## config.mk

```make
export PLATFORM = sky130hd
export DESIGN_NAME = tank_drain_refill_sequencer
export DESIGN_NICKNAME = d
export VERILOG_FILES = /design/src/rtl/core/tdrs_pkg.sv /design/src/rtl/core/tdrs_step.sv /design/src/rtl/core/tank_drain_refill_sequencer.sv
export SDC_FILE = /design/constraint.sdc
export NUM_CORES = 1
export LEC_CHECK = 0
export ABC_AREA = 1
export BUFFER_PORTS_ARGS = -buffer_cell sky130_fd_sc_hd__buf_4
export CAP_MARGIN = 0
export CORE_MARGIN = 1
export CORE_UTILIZATION = 54
export DETAILED_ROUTE_END_ITERATION = 10
export MAX_ROUTING_LAYER = met4
export PLACE_DENSITY = 0.74
export SYNTH_ARGS = -nofsm -noshare
export SYNTH_HDL_FRONTEND = slang
export SYNTH_SLANG_ARGS = --single-unit
```

## constraint.sdc

```tcl
create_clock -name clk_i -period 5.1 [get_ports clk_i]
set_clock_uncertainty 0.2 [all_clocks]
set_input_delay 0.51 -clock clk_i [delete_from_list [all_inputs] [get_ports clk_i]]
set_output_delay 0.51 -clock clk_i [all_outputs]
set_load 0.01 [all_outputs]
```

## src/rtl/core/tdrs_pkg.sv

```systemverilog
`timescale 1ns / 1ps
// ----------------------------------------------------------------------------
// tdrs_pkg
// shared types and constants of the tank drain and refill sequencer
// ----------------------------------------------------------------------------
package tdrs_pkg;

  localparam int unsigned DrainSecW      = 16;
  localparam int unsigned TickW          = 10;
  localparam int unsigned LevelW         = 2;
  localparam int unsigned PhaseW         = 3;
  localparam int unsigned CfgIdxW        = 1;
  localparam int unsigned CfgDataW       = 16;
  localparam int unsigned SecondCountW   = 16;

  localparam logic [DrainSecW-1:0] DrainSecReset = DrainSecW'(30);
  localparam logic [TickW-1:0]     TicksPerSecReset = TickW'(10);

  // configuration register indexes
  localparam logic [CfgIdxW-1:0] CfgDrainSeconds   = 1'b0;
  localparam logic [CfgIdxW-1:0] CfgTicksPerSecond = 1'b1;

  // request codes
  localparam logic ReqTick  = 1'b0;
  localparam logic ReqStart = 1'b1;

  // level codes
  localparam logic [LevelW-1:0] LevelLow  = 2'd0;
  localparam logic [LevelW-1:0] LevelHigh = 2'd2;

  typedef enum logic [PhaseW-1:0] {
    PH_IDLE         = 3'd0,
    PH_DRAIN_SETTLE = 3'd1,
    PH_WAIT_LOW     = 3'd2,
    PH_DRAIN_HOLD   = 3'd3,
    PH_FILL_SETTLE  = 3'd4,
    PH_WAIT_HIGH    = 3'd5,
    PH_ABORTED      = 3'd6
  } phase_e;

  typedef struct packed {
    phase_e phase;
    logic   drain_on;
    logic   fill_on;
    logic   running;
  } ctrl_t;

endpackage

```

## src/rtl/core/tdrs_step.sv

```systemverilog
`timescale 1ns / 1ps
// ----------------------------------------------------------------------------
// tdrs_step
// next-state logic for one beat: phase, valves and the tick/second counters
// ----------------------------------------------------------------------------
module tdrs_step #(
  parameter int unsigned SecW = tdrs_pkg::SecondCountW
) (
  input  tdrs_pkg::ctrl_t                  ctrl_i,
  input  logic [tdrs_pkg::TickW-1:0]       tick_i,
  input  logic [SecW-1:0]                  sec_i,
  input  logic [tdrs_pkg::DrainSecW-1:0]   drain_seconds_i,
  input  logic [tdrs_pkg::TickW-1:0]       ticks_per_second_i,
  input  logic                             req_type_i,
  input  logic [tdrs_pkg::LevelW-1:0]      level_i,
  input  logic                             fault_i,
  output tdrs_pkg::ctrl_t                  ctrl_o,
  output logic [tdrs_pkg::TickW-1:0]       tick_o,
  output logic [SecW-1:0]                  sec_o,
  output logic                             done_o
);
  import tdrs_pkg::*;

  localparam int unsigned CmpW = (SecW > DrainSecW) ? SecW : DrainSecW;

  logic             active;
  logic [TickW-1:0] tick_inc;
  logic             elapsed;
  logic [SecW-1:0]  sec_hold;
  logic             hold_over;

  assign active = (ctrl_i.phase != PH_IDLE) && (ctrl_i.phase != PH_ABORTED);

  // a second is over when the wrapped count reaches the setting (zero means every tick)
  assign tick_inc = tick_i + TickW'(1);
  assign elapsed  = (tick_inc >= ticks_per_second_i) || (tick_inc == '0);

  // saturating second count during the hold
  assign sec_hold  = (elapsed && (sec_i != '1)) ? sec_i + SecW'(1) : sec_i;
  assign hold_over = (CmpW'(sec_hold) >= CmpW'(drain_seconds_i)) || (sec_hold == '1);

  always_comb begin
    ctrl_o = ctrl_i;
    tick_o = tick_i;
    sec_o  = sec_i;
    done_o = 1'b0;
    if (active && fault_i) begin
      ctrl_o.phase = PH_ABORTED;
    end else if (req_type_i == ReqStart) begin
      if (!ctrl_i.running && !fault_i) begin
        ctrl_o.running  = 1'b1;
        ctrl_o.drain_on = 1'b1;
        ctrl_o.fill_on  = 1'b0;
        ctrl_o.phase    = PH_DRAIN_SETTLE;
        tick_o          = '0;
        sec_o           = '0;
      end
    end else if (active) begin
      unique case (ctrl_i.phase)
        PH_DRAIN_SETTLE, PH_FILL_SETTLE: begin
          tick_o = elapsed ? '0 : tick_inc;
          if (elapsed) begin
            ctrl_o.phase = (ctrl_i.phase == PH_DRAIN_SETTLE) ? PH_WAIT_LOW : PH_WAIT_HIGH;
          end
        end
        PH_WAIT_LOW: begin
          if (level_i == LevelLow) begin
            tick_o = '0;
            sec_o  = '0;
            if (drain_seconds_i == '0) begin
              ctrl_o.drain_on = 1'b0;
              ctrl_o.fill_on  = 1'b1;
              ctrl_o.phase    = PH_FILL_SETTLE;
            end else begin
              ctrl_o.phase = PH_DRAIN_HOLD;
            end
          end
        end
        PH_DRAIN_HOLD: begin
          tick_o = elapsed ? '0 : tick_inc;
          sec_o  = sec_hold;
          if (hold_over) begin
            ctrl_o.drain_on = 1'b0;
            ctrl_o.fill_on  = 1'b1;
            ctrl_o.phase    = PH_FILL_SETTLE;
            tick_o          = '0;
            sec_o           = '0;
          end
        end
        PH_WAIT_HIGH: begin
          if (level_i == LevelHigh) begin
            ctrl_o.fill_on = 1'b0;
            ctrl_o.running = 1'b0;
            ctrl_o.phase   = PH_IDLE;
            tick_o         = '0;
            sec_o          = '0;
            done_o         = 1'b1;
          end
        end
        default: begin
          ctrl_o = ctrl_i;
        end
      endcase
    end
  end

endmodule

```

## src/rtl/core/tank_drain_refill_sequencer.sv

```systemverilog
`timescale 1ns / 1ps
// ----------------------------------------------------------------------------
// tank_drain_refill_sequencer
// drain, hold, refill sequencing of one tank from start commands and ticks
// ----------------------------------------------------------------------------
//  channel  | handshake                 | payload
//  ---------+---------------------------+----------------------------------------
//  request  | in_valid_i / in_ready_o   | req_type_i, level_i, fault_i
//  result   | out_valid_o / out_ready_i | drain_valve_o, fill_valve_o,
//           |                           | busy_res_o, phase_o, done_res_o
//  config   | cfg_we_i (no wait)        | cfg_idx_i, cfg_data_i
//
//  sequencer state updates at the accepting edge
//  and the result lands in the output register on the same edge
//  one result beat per request beat
//  in_ready_o is high while the output register is empty or being emptied,
//  so a stalled output holds at most one result and then back-pressures
//  reset leaves the sequencer idle, valves closed, settings at defaults
// ----------------------------------------------------------------------------
module tank_drain_refill_sequencer #(
  parameter int unsigned SECOND_COUNT_WIDTH = tdrs_pkg::SecondCountW
) (
  input  logic                             clk_i,
  input  logic                             rst_ni,
  // request channel
  input  logic                             in_valid_i,
  output logic                             in_ready_o,
  input  logic                             req_type_i,
  input  logic [tdrs_pkg::LevelW-1:0]      level_i,
  input  logic                             fault_i,
  // result channel
  output logic                             out_valid_o,
  input  logic                             out_ready_i,
  output logic                             drain_valve_o,
  output logic                             fill_valve_o,
  output logic                             busy_res_o,
  output logic [tdrs_pkg::PhaseW-1:0]      phase_o,
  output logic                             done_res_o,
  // configuration port
  input  logic                             cfg_we_i,
  input  logic [tdrs_pkg::CfgIdxW-1:0]     cfg_idx_i,
  input  logic [tdrs_pkg::CfgDataW-1:0]    cfg_data_i
);
  import tdrs_pkg::*;

  // settings
  logic [DrainSecW-1:0] drain_seconds_q;
  logic [TickW-1:0]     ticks_per_second_q;

  // sequencer state
  ctrl_t                         ctrl_q, ctrl_d;
  logic [TickW-1:0]              tick_q, tick_d;
  logic [SECOND_COUNT_WIDTH-1:0] sec_q, sec_d;
  logic                          done_d;

  // output register
  logic          out_valid_q;
  ctrl_t         res_ctrl_q;
  logic          res_done_q;

  logic in_fire;

  assign in_ready_o = !out_valid_q || out_ready_i;
  assign in_fire    = in_valid_i && in_ready_o;

  // configuration writes take effect at once
  always_ff @(posedge clk_i or negedge rst_ni) begin
    if (!rst_ni) begin
      drain_seconds_q    <= DrainSecReset;
      ticks_per_second_q <= TicksPerSecReset;
    end else if (cfg_we_i) begin
      unique case (cfg_idx_i)
        CfgDrainSeconds:   drain_seconds_q    <= cfg_data_i[DrainSecW-1:0];
        CfgTicksPerSecond: ticks_per_second_q <= cfg_data_i[TickW-1:0];
        default:           drain_seconds_q    <= drain_seconds_q;
      endcase
    end
  end

  // next state for the beat being accepted
  tdrs_step #(
    .SecW (SECOND_COUNT_WIDTH)
  ) u_step (
    .ctrl_i             (ctrl_q),
    .tick_i             (tick_q),
    .sec_i              (sec_q),
    .drain_seconds_i    (drain_seconds_q),
    .ticks_per_second_i (ticks_per_second_q),
    .req_type_i         (req_type_i),
    .level_i            (level_i),
    .fault_i            (fault_i),
    .ctrl_o             (ctrl_d),
    .tick_o             (tick_d),
    .sec_o              (sec_d),
    .done_o             (done_d)
  );

  // sequencer state only moves on an accepted beat
  always_ff @(posedge clk_i or negedge rst_ni) begin
    if (!rst_ni) begin
      ctrl_q <= '{phase: PH_IDLE, drain_on: 1'b0, fill_on: 1'b0, running: 1'b0};
      tick_q <= '0;
      sec_q  <= '0;
    end else if (in_fire) begin
      ctrl_q <= ctrl_d;
      tick_q <= tick_d;
      sec_q  <= sec_d;
    end
  end

  // output register: loaded with the post-beat state, held while stalled
  always_ff @(posedge clk_i or negedge rst_ni) begin
    if (!rst_ni) begin
      out_valid_q <= 1'b0;
    end else if (in_fire) begin
      out_valid_q <= 1'b1;
    end else if (out_ready_i) begin
      out_valid_q <= 1'b0;
    end
  end

  always_ff @(posedge clk_i) begin
    if (in_fire) begin
      res_ctrl_q <= ctrl_d;
      res_done_q <= done_d;
    end
  end

  assign out_valid_o   = out_valid_q;
  assign drain_valve_o = res_ctrl_q.drain_on;
  assign fill_valve_o  = res_ctrl_q.fill_on;
  assign busy_res_o    = res_ctrl_q.running;
  assign phase_o       = res_ctrl_q.phase;
  assign done_res_o    = res_done_q;

  // ---------------------------------------------------------------------------
  // assertions
  // ---------------------------------------------------------------------------

  // the two valves are never driven open together
  a_valves_exclusive: assert property (@(posedge clk_i) disable iff (!rst_ni)
    !(ctrl_q.drain_on && ctrl_q.fill_on))
    else $error("drain and fill valves open together");

  // an abort is final until reset
  a_abort_sticky: assert property (@(posedge clk_i) disable iff (!rst_ni)
    (ctrl_q.phase == PH_ABORTED) |=> (ctrl_q.phase == PH_ABORTED))
    else $error("sequencer left the aborted phase");

  // idle means not running, and any other phase means running
  a_idle_not_busy: assert property (@(posedge clk_i) disable iff (!rst_ni)
    (ctrl_q.phase == PH_IDLE) == !ctrl_q.running)
    else $error("running flag disagrees with phase");

  // a done beat reports the sequencer back at idle with valves closed
  a_done_idle: assert property (@(posedge clk_i) disable iff (!rst_ni)
    (out_valid_o && done_res_o) |->
      (phase_o == PH_IDLE) && !busy_res_o && !fill_valve_o && !drain_valve_o)
    else $error("done beat with sequencer not idle");

endmodule
```

# Word level (Yosys, flattened, before mapping)

Index checks and enable logic that the tools add are counted.
W data, S select, Z words.

Memories kept: 0
Latch bits: 0
Output and inout bits: 9
Input port bits: 26
Bits in registers: 66
ROM bits: 0
RAM bits: 0
Logic and storage cells: 95

Shift operators: 0
Divide/modulo/power cells: 0
Bitwise logic cells: 4
Multiply operators: 0
Equality and inequality tests: 12
Mux-type cells: 36
Magnitude comparators: 2
$add $sub $neg: 2
Reductions and logical operators: 25

Operator list:

| cell                    | number |
|---|---|
| $mux W16                | 7 |
| $mux W10                | 7 |
| $pmux W16 S3            | 1 |
| $pmux W10 S4            | 1 |
| $mux W3                 | 6 |
| $mux W6                 | 3 |
| $add A16 B1 Y16 const B | 1 |
| $eq A16 B16 Y1 const B  | 1 |
| $ge A16 B16 Y1          | 1 |
| $logic_not A16 Y1       | 1 |
| $ne A16 B16 Y1 const B  | 1 |
| $reduce_and A7 Y1       | 2 |
| $pmux W3 S4             | 1 |
| $add A10 B1 Y10 const B | 1 |
| $ge A10 B10 Y1          | 1 |
| $logic_not A10 Y1       | 1 |
| $mux W5                 | 2 |
| $eq A3 B2 Y1 const B    | 2 |
| $eq A3 B3 Y1 const B    | 2 |
| $ne A3 B2 Y1 const B    | 2 |
| $logic_and A1 B1 Y1     | 5 |
| $reduce_bool A5 Y1      | 1 |
| $mux W1                 | 4 |
| $mux W2                 | 2 |
| other kinds (16)        | 25 |

# Logic depth before layout (Yosys ltp)

Gate-level depths: netlist of the first run.

Depth after elaboration: 12
Gate-level depth with buffers: 35
Depth with buffers taken out: 34

# By module

A second synthesis of the first run with hierarchy kept.

Cell total of the unflattened synthesis: 874
Area total of the unflattened synthesis: 5544.1 sq um

Modules (own cells, without submodules):

| module                      | seq. area each (sq um) | cells an instance | area an instance (sq um) | times used |
|---|---|---|---|---|
| tdrs_step                   | 0.0                    | 621               | 2990.4                   | 1 |
| tank_drain_refill_sequencer | 1694.1                 | 253               | 2553.7                   | 1 |

# Worst setup path after synthesis of the first run

No wires, ideal clock.

Path kind: reg2reg
Start: register tick_q[0]
End: register sec_q[10]
Arrival: 3.613 ns
Stages on the path, launching flop included: 32
Path buffers: 2
Path slack: 1.209 ns
Library setup time: 0.077 ns
Period minus slack after synthesis: 3.891 ns
Data required time: 4.823 ns
Path through: dfrtp_1 ha_1 nand2_1 clkinv_2 nand3_1 nand2_1 nand2_1 inv_1 ha_1 nand4_1 nor2_1 o21ai_0 nand2_1 nor2_1 nand2_4 buf_6 nand3b_1 nand2_1 inv_1 ha_1 a21oi_1 o31ai_1 nand2_1 o311ai_0 nand2_1 nand2_1 a31oi_1 nand3_4 inv_4 buf_6 nand3_2 o21ai_1

Longest elaborated chain between the ends: 11
Elaborated cells on any way between the ends: 13
Those cells by class: add/sub (1); order compare (2); eq/ne (1); mux (5); reduce/logical (4)

Ends and longest elaborated chain:

| what                                                       | line                               | text |
|---|---|---|
| start: declaration                                         | tank_drain_refill_sequencer.sv:52  | `logic [TickW-1:0] tick_q, tick_d;` |
| start signal: assignment                                   | tank_drain_refill_sequencer.sv:106 | `tick_q <= tick_d;` |
| $add A10 B1 Y10 (*)                                        | tdrs_step.sv:35                    | `assign tick_inc = tick_i + TickW'(1);` |
| $ge A10 B10 Y1 / $logic_not A10 Y1 (equally long branches) | tdrs_step.sv:36                    | `assign elapsed = (tick_inc >= ticks_per_second_i) \|\| (tick_inc == '0);` |
| $logic_or A1 B1 Y1 (*)                                     | tdrs_step.sv:36                    |  |
| $logic_and A1 B1 Y1 (*)                                    | tdrs_step.sv:39                    | `assign sec_hold = (elapsed && (sec_i != '1)) ? sec_i + SecW'(1) : sec_i;` |
| $mux W16 (*)                                               | tdrs_step.sv:39                    |  |
| $ge A16 B16 Y1 / $eq A16 B16 Y1 (equally long branches)    | tdrs_step.sv:40                    | `assign hold_over = (CmpW'(sec_hold) >= CmpW'(drain_seconds_i)) \|\| (sec_hold == '1);` |
| $logic_or A1 B1 Y1                                         | tdrs_step.sv:40                    |  |
| $mux W16 (*)                                               | tdrs_step.sv:82                    | `if (hold_over) begin` |
| $pmux W16 S3 (*)                                           | tdrs_step.sv:59                    | `unique case (ctrl_i.phase)` |
| $mux W16 (*)                                               | tdrs_step.sv:58                    | `end else if (active) begin` |
| $mux W16 (*)                                               | tdrs_step.sv:49                    | `end else if (req_type_i == ReqStart) begin` |
| end signal: assignment                                     | tank_drain_refill_sequencer.sv:103 | `sec_q <= '0;` |
| end signal: assignment                                     | tank_drain_refill_sequencer.sv:107 | `sec_q <= sec_d;` |
| end: declaration                                           | tank_drain_refill_sequencer.sv:53  | `logic [SECOND_COUNT_WIDTH-1:0] sec_q, sec_d;` |

Mark *: on every way between the ends. The rest lies on a longest branch, timed or not. The select of a mux whose other input is x is not followed.
A chain may end at the register's enable or synchronous reset.

# Worst setup path after layout of the first run

Start: register tick_q[0]
End: register sec_q[15]

Same word-level chain as after synthesis.

==> metrics, run 1 <==
antenna fix cells 0; number of hold-repair buffers added at the cts stage 0; pre-CTS setup slack 0.605 ns; slowest cell on the critical path dfrtp_1; synthesized netlist cell count 640; height of the chip 93.3 um; area share of the largest cell type after synthesis 29.4%; placed cell areas 4840 um2; CTS tree done; Data required, critical path 5.15 ns; die boundary width 93.3 um; weighted congestion reported at the end of routability-driven placement 0.899; Port Buffers 34; total routing resource utilization after global routing 27.8%; area of all placed cells without fillers 5040 um2; relative slew slack 43.3%; routed vias/inst 5.30; Clock Root Buffer clkbuf_8; critical-path maximum fanout 28; Final period util 90.0%; slowest cell delay on critical path 0.44 ns; number of violations reported at the end of detailed-routing iteration 0 168; global routing's busiest layer met2; clock buffer depth 2; Site Rows 32; count of antenna-violating nets left after detailed routing 0; number of non-filler instances in the completed layout 782; antenna violations before repair 0; most frequent cells in the layout 172 x nand2_1, 121 x inv_1, 53 x nor2_1, 53 x dfrtp_1, 37 x nand3_1; Setup violations, final 0; number of pins exceeding their max-slew limit in the final report 0; global-route congestion overflow total 0; clock latency on the worst-skew pair 0.35 ns; count of final hold-check violations 0; P_leak 2.68 nW; final HPWL from detailed placement 7.82 mm; adder-cell share of the synthesized area 7.78%; die area 8710 um2; area taken by multi-input logic gates 2270 um2; number of placed instances, taps included 766; number of H-tree levels 3; async set-or-reset flop fraction in the synthesized netlist 89.4%; clock transition at the registers of the reported paths 0.08 ns; MaxCap Viol Count 0; run status finished clean; cells resized by post-CTS repair 0; dominant combinational cell family by area after synthesis simple AND/OR/NAND/NOR gates; met3 usage in global routing 3.82%; largest net degree at the start of global routing 60; Seq. cell area 1690 um2; setup repair after global routing missed its margin no; clk sinks 66; top achievable clock speed 218 MHz; count of distinct cell types in the synthesized netlist 39; Final Worst Setup Slack 0.508 ns; per-instance average area after synthesis 7.04 um2; met1 GRT Util 33.8%; kind of end point of the critical path flip-flop; Post-synth EDFFs 7; core area 7890 um2; cell class contributing the biggest share of worst-path delay simple AND/OR/NAND/NOR gates; total number of yosys warnings 0; commonest non-fill, non-tap cell in the layout nand2_1; maximum VDD drop 0.237 mV; Synth Area in Compound Gates 10.2%; launching element type of the critical path flip-flop; first-pass GRT wire length 18.7 mm; ranking of synthesized cells by area dfrtp_1 29%, nand2_1 14%, inv_1 10%; fraction of the mapped netlist area in simple logic gates 31.3%; flop and latch count out of synthesis 66; Ports 35; total DRC errors in the routed layout 0; routed wire length 10.5 mm; total number of vias 4145; synthesized cell area 4500 um2; cell repeated most along the worst path nand2_1; Buffers & Inverters on Critical Path 6; GR met2 Demand/Resource 46.6%; Setup Fix Bufs, Post-CTS 0; total nets after synthesis 694; overall power consumption 2.37 mW; hold crit path type in -> async; power per cell area 470 nW/um2; number of clock buffers inserted by TritonCTS 9; synthesized-area fraction occupied by xor and xnor cells 0.778%; number of nets in the layout 729; layout cell share with drive strength beyond 1 12.9%; cell type contributing the most total cell area after synthesis dfrtp_1; via count of the first global-routing pass 4197; Least-Margin Pin Slew 0.849 ns; DRT Pass-1 Iters 4; Arrival @ worst endpoint 4.65 ns; fraction of synthesized area in multiplexers 0.222%; initial core utilization 57.1%; Synth Flop Type dfrtp_1; min Tclk post-route 4.59 ns; average wire per standard cell 13.4 um; post-synthesis sequential area ratio 37.6%; kind of critical path reg -> reg; summed negative setup slack over all endpoints 0 ns; area grow syn2layout 12.0%; number of fillers in the final layout 695
## cells in the mapped netlist, types with 2 or more instances
cell type and number:
o21ai_0 36, a31oi_1 2, buf_2 2, o21ai_1 10, xor2_1 4, nor2_1 53, dfstp_2 6, nor2_2 5
ha_1 28, clkbuf_1 6, inv_2 2, buf_6 2, clkinv_1 2, nand3_2 11, nand2_2 6, dfrtp_1 53
edfxtp_1 7, nor4_1 4, o22ai_1 6, a21oi_1 26, o2111ai_1 2, nand2_1 172, nor3_1 17, nand4_1 7
inv_1 121, nand3_1 37
## area by class of cell
cell class | count | area share, %
tap | 102 | 2.53
inverter | 127 | 9.52
clock inverter | 6 | 1.31
timing repair buffer | 36 | 5.36
sequential | 66 | 33.6
multi-input combinational | 435 | 45.0
clock buffer | 10 | 2.73
## logic make-up (layout without fill, tap and decap cells)
logic type,Yosys count,after routing
buffers and inverters,139,179
AOI/OAI and AO/OA,86,86
adders and majority gates,28,28
xor gates and xnor gates,4,4
and+or+nand+nor,316,316
muxes,1,1
DFF,66,66
## state kept, by name (all words and copies together) (netlist names)
register	count
fill_valve_o	1
tick_q	10
ticks_per_second_q	10
out_valid_o	1
done_res_o	1
drain_seconds_q	16
drain_valve_o	1
busy_res_o	1
phase_o	3
ctrl_q	6
sec_q	16
## per-stage QoR
stage / util, % / hold WS [ns]
finish: 64.0 / 0.0297
global route: 64.0 / 0.109
CTS: 64.0 / 0.0542
detailed placement: 61.4 / 0.275
global placement: 61.4 / 0.266
floorplan: - / 0.0144
## per-layer routing
metal,share of wire (%),up-vias
li1,-,2098
met1,45,1911
met2,48,113
met3,4.3,23
met4,2.5,0
met5,0,-
## worst reg2reg max path: cells and delay by family (launching register included)
family	cells	cell delay, ns
and+or+nand+nor	16	1.59
AOI/OAI and AO/OA	6	0.83
adders and majority gates	3	0.77
buffers and inverters	6	0.69
DFF	1	0.44
## final timing paths
kind	from	end	slack [ns]	depth (start not counted)
min in group clk_i	cfg_data_i[2]	drain_seconds_q[2]	0.21	3
hold / removal	rst_ni	tick_q[5]	0.03	1
hold reg to reg	ticks_per_second_q[2]	ticks_per_second_q[2]	0.29	2
max in group asynchronous	rst_ni	sec_q[13]	4.15	1
setup / recovery	tick_q[0]	sec_q[15]	0.51	31
setup reg to reg	tick_q[0]	sec_q[15]	0.51	31
## power by group
group / leakage (nW) / switching, mW / total [mW] / internal (mW)
Clock: 0.106 / 0.216 / 0.456 / 0.240
Combinational: 1.76 / 0.758 / 1.15 / 0.391
Sequential: 0.813 / 0.106 / 0.764 / 0.659
Total: 2.68 / 1.08 / 2.37 / 1.29
Power figures use the tool's default switching activity.
==> inputs of run 2 (changes only) <==
BUFFER_PORTS_ARGS = -buffer_cell sky130_fd_sc_hd__clkbuf_2   (was -buffer_cell sky130_fd_sc_hd__buf_4)
clock period = 4.4 ns   (was 5.1 ns; I/O delays follow)
==> run 2 against run 1 <==
Net effect:
- clock power up 11%
- non-clock buffer count up 35
- global-route usage up 0.86 points
- largest power group unchanged
- critical path depth down 1
- via count up 5.9%
==> metrics, run 2 (synthesized netlist as in run 1, its figures left out) <==
first-pass GRT wire length 18.9 mm (was 18.7 mm); average wire per standard cell 14.5 um (was 13.4 um); largest net degree at the start of global routing 33 (was 60); core area 7890 um2 (unchanged); area grow syn2layout 23.8% (was 12.0%); global-route congestion overflow total 0 (unchanged); die area 8710 um2 (unchanged); startpoint of the worst setup timing path tick_q[2] (was tick_q[0]); routed wire length 11.9 mm (was 10.5 mm); critical-path maximum fanout 7 (was 28); antenna violations before repair 0 (unchanged); number of cells traversed by the worst register-to-register path 30 (was 31); post-layout util 70.7% (was 64.0%); number of fillers in the final layout 639 (was 695); area taken by multi-input logic gates 2560 um2 (was 2270 um2); maximum VDD drop 0.383 mV (was 0.237 mV); critical register-to-register path startpoint tick_q[2] (was tick_q[0]); height of the chip 93.3 um (unchanged); kind of end point of the critical path flip-flop (unchanged); Final period util 95.5% (was 90.0%); clock buffer depth 2 (unchanged); MaxCap Viol Count 0 (unchanged); Hold Path Origin cfg_data_i[3]; largest registers drain_seconds_q x16, sec_q x16 (unchanged); launching element type of the critical path flip-flop (unchanged); Min Hold Slack 0.0889 ns (was 0.0297 ns); antenna fix cells 0 (unchanged); CTS tree done (unchanged); number of violations reported at the end of detailed-routing iteration 0 190 (was 168); slowest cell on the critical path dfrtp_2 (was dfrtp_1); routed vias/inst 5.36 (was 5.30); Ports 35 (unchanged); run status finished clean (unchanged); number of clock buffers inserted by TritonCTS 9 (unchanged); most frequent cells in the layout 151 x nand2_1, 109 x inv_1, 51 x nor2_1 (was 172 x nand2_1, 121 x inv_1, 53 x nor2_1, 53 x dfrtp_1, 37 x nand3_1); pre-CTS setup slack -0.0298 ns (was 0.605 ns); Final Worst Setup Slack 0.198 ns (was 0.508 ns); DRT Pass-1 Iters 6 (was 4); weighted congestion reported at the end of routability-driven placement 0.973 (was 0.899); Seq. cell area 1700 um2 (was 1690 um2); P_leak 2.86 nW (was 2.68 nW); slowest cell delay on critical path 0.44 ns (about the same); clock latency on the worst-skew pair 0.36 ns (was 0.35 ns); number of pins exceeding their max-slew limit in the final report 0 (unchanged); total routing resource utilization after global routing 28.7% (was 27.8%); clk sinks 66 (unchanged); min Tclk post-route 4.20 ns (was 4.59 ns); worst reg2reg setup slack 0.20 ns (was 0.51 ns); total number of vias 4389 (was 4145); Site Rows 32 (unchanged); initial core utilization 57.1% (unchanged); number of H-tree levels 3 (unchanged); kind of critical path reg -> reg (unchanged); Data required, critical path 4.49 ns (was 5.15 ns); Least-Margin Pin Slew 0.897 ns (was 0.849 ns); Port Buffers 34 (unchanged); number of nets in the layout 766 (was 729); top achievable clock speed 238 MHz (was 218 MHz); power per cell area 612 nW/um2 (was 470 nW/um2); die boundary width 93.3 um (unchanged); count of antenna-violating nets left after detailed routing 0 (unchanged); commonest non-fill, non-tap cell in the layout nand2_1 (unchanged); Setup violations, final 0 (unchanged); count of final hold-check violations 0 (unchanged); hold crit path type in -> reg (was in -> async); relative slew slack 40.1% (was 43.3%); Clock Root Buffer clkbuf_8 (unchanged); CP endpoint ctrl_q[2] (was sec_q[15]); layout cell share with drive strength beyond 1 25.4% (was 12.9%); Arrival @ worst endpoint 4.30 ns (was 4.65 ns); final HPWL from detailed placement 8.27 mm (was 7.82 mm); via count of the first global-routing pass 4157 (was 4197); cell repeated most along the worst path nand2_1 (unchanged); total DRC errors in the routed layout 0 (unchanged); Reg2Reg Capture Point ctrl_q[2] (was sec_q[15]); clock transition at the registers of the reported paths 0.09 ns (was 0.08 ns)
run 2: cell types whose count changed in the layout (fill, tap and decap cells not counted), moves of 10 or more:
| cell | previous run | this run |
|---|---|---|
| nand2_1 | 172 | 151 |
| buf_4 | 36 | 26 |
| nand2_2 | 6 | 22 |
| inv_2 | 2 | 13 |
| clkbuf_2 | 0 | 34 |
| inv_1 | 121 | 109 |
run 2: layout make-up:
type                       instances  area share [%]
sequential                        66            30.5
inverter                         127            8.87
tap                              102            2.29
timing repair inverter             1           0.157
clock buffer                       9            2.22
clock inverter                     7            1.05
timing repair buffer              71            9.07
multi-input combinational        436            45.9
run 2: per-stage QoR:
stage               std cells  area [um2]  setup TNS (ns)  total power [mW]
finish                    819        5570               0              3.41
global route              819        5570          -0.168              3.67
floorplan                 640        4500               0              1.90
CTS                       799        5080               0              2.89
global placement          779        4870               0              2.30
detailed placement        779        4870         -0.0984              2.35
run 2: layer usage:
metal	up-vias	share of wire [%]	track usage, %
li1	2179	-	-
met2	145	50	48.0
met4	0	2.4	10.8
met5	-	0	-
met3	24	5.6	4.07
met1	2041	42	35.3
run 2: critical path, delay by kind of cell, from the launching register on:
family | cells | cell delay [ns]
compound gates | 5 | 0.69
fa+ha+maj | 2 | 0.50
flops | 1 | 0.44
buf+inv | 4 | 0.48
simple gates | 19 | 1.79
run 2: worst min-delay path by stage:
stage / end / slack, ns / cells after the start
4_1_cts: ticks_per_second_q[3] / 0.09 / 3
3_3_place_gp: ticks_per_second_q[4] / 0.27 / 2
5_1_grt: drain_seconds_q[4] / 0.11 / 3
6_report: ticks_per_second_q[3] / 0.09 / 3
2_1_floorplan: ctrl_q[0] / -0.06 / 0
3_5_place_dp: ticks_per_second_q[2] / 0.28 / 2
run 2: power breakdown:
group,internal (mW),switching (mW),total (mW)
registers,0.766,0.127,0.893
logic,0.862,1.16,2.02
clock network,0.215,0.289,0.504
run 2: repair_timing:
action	4_1_cts	5_1_grt
setup buffers	3	19
gates cloned	0	2
hold endpoints to repair	23	0
setup endpoints to repair	12	36
hold buffers	1	0
resized for setup	0	88
pin swaps	1	23
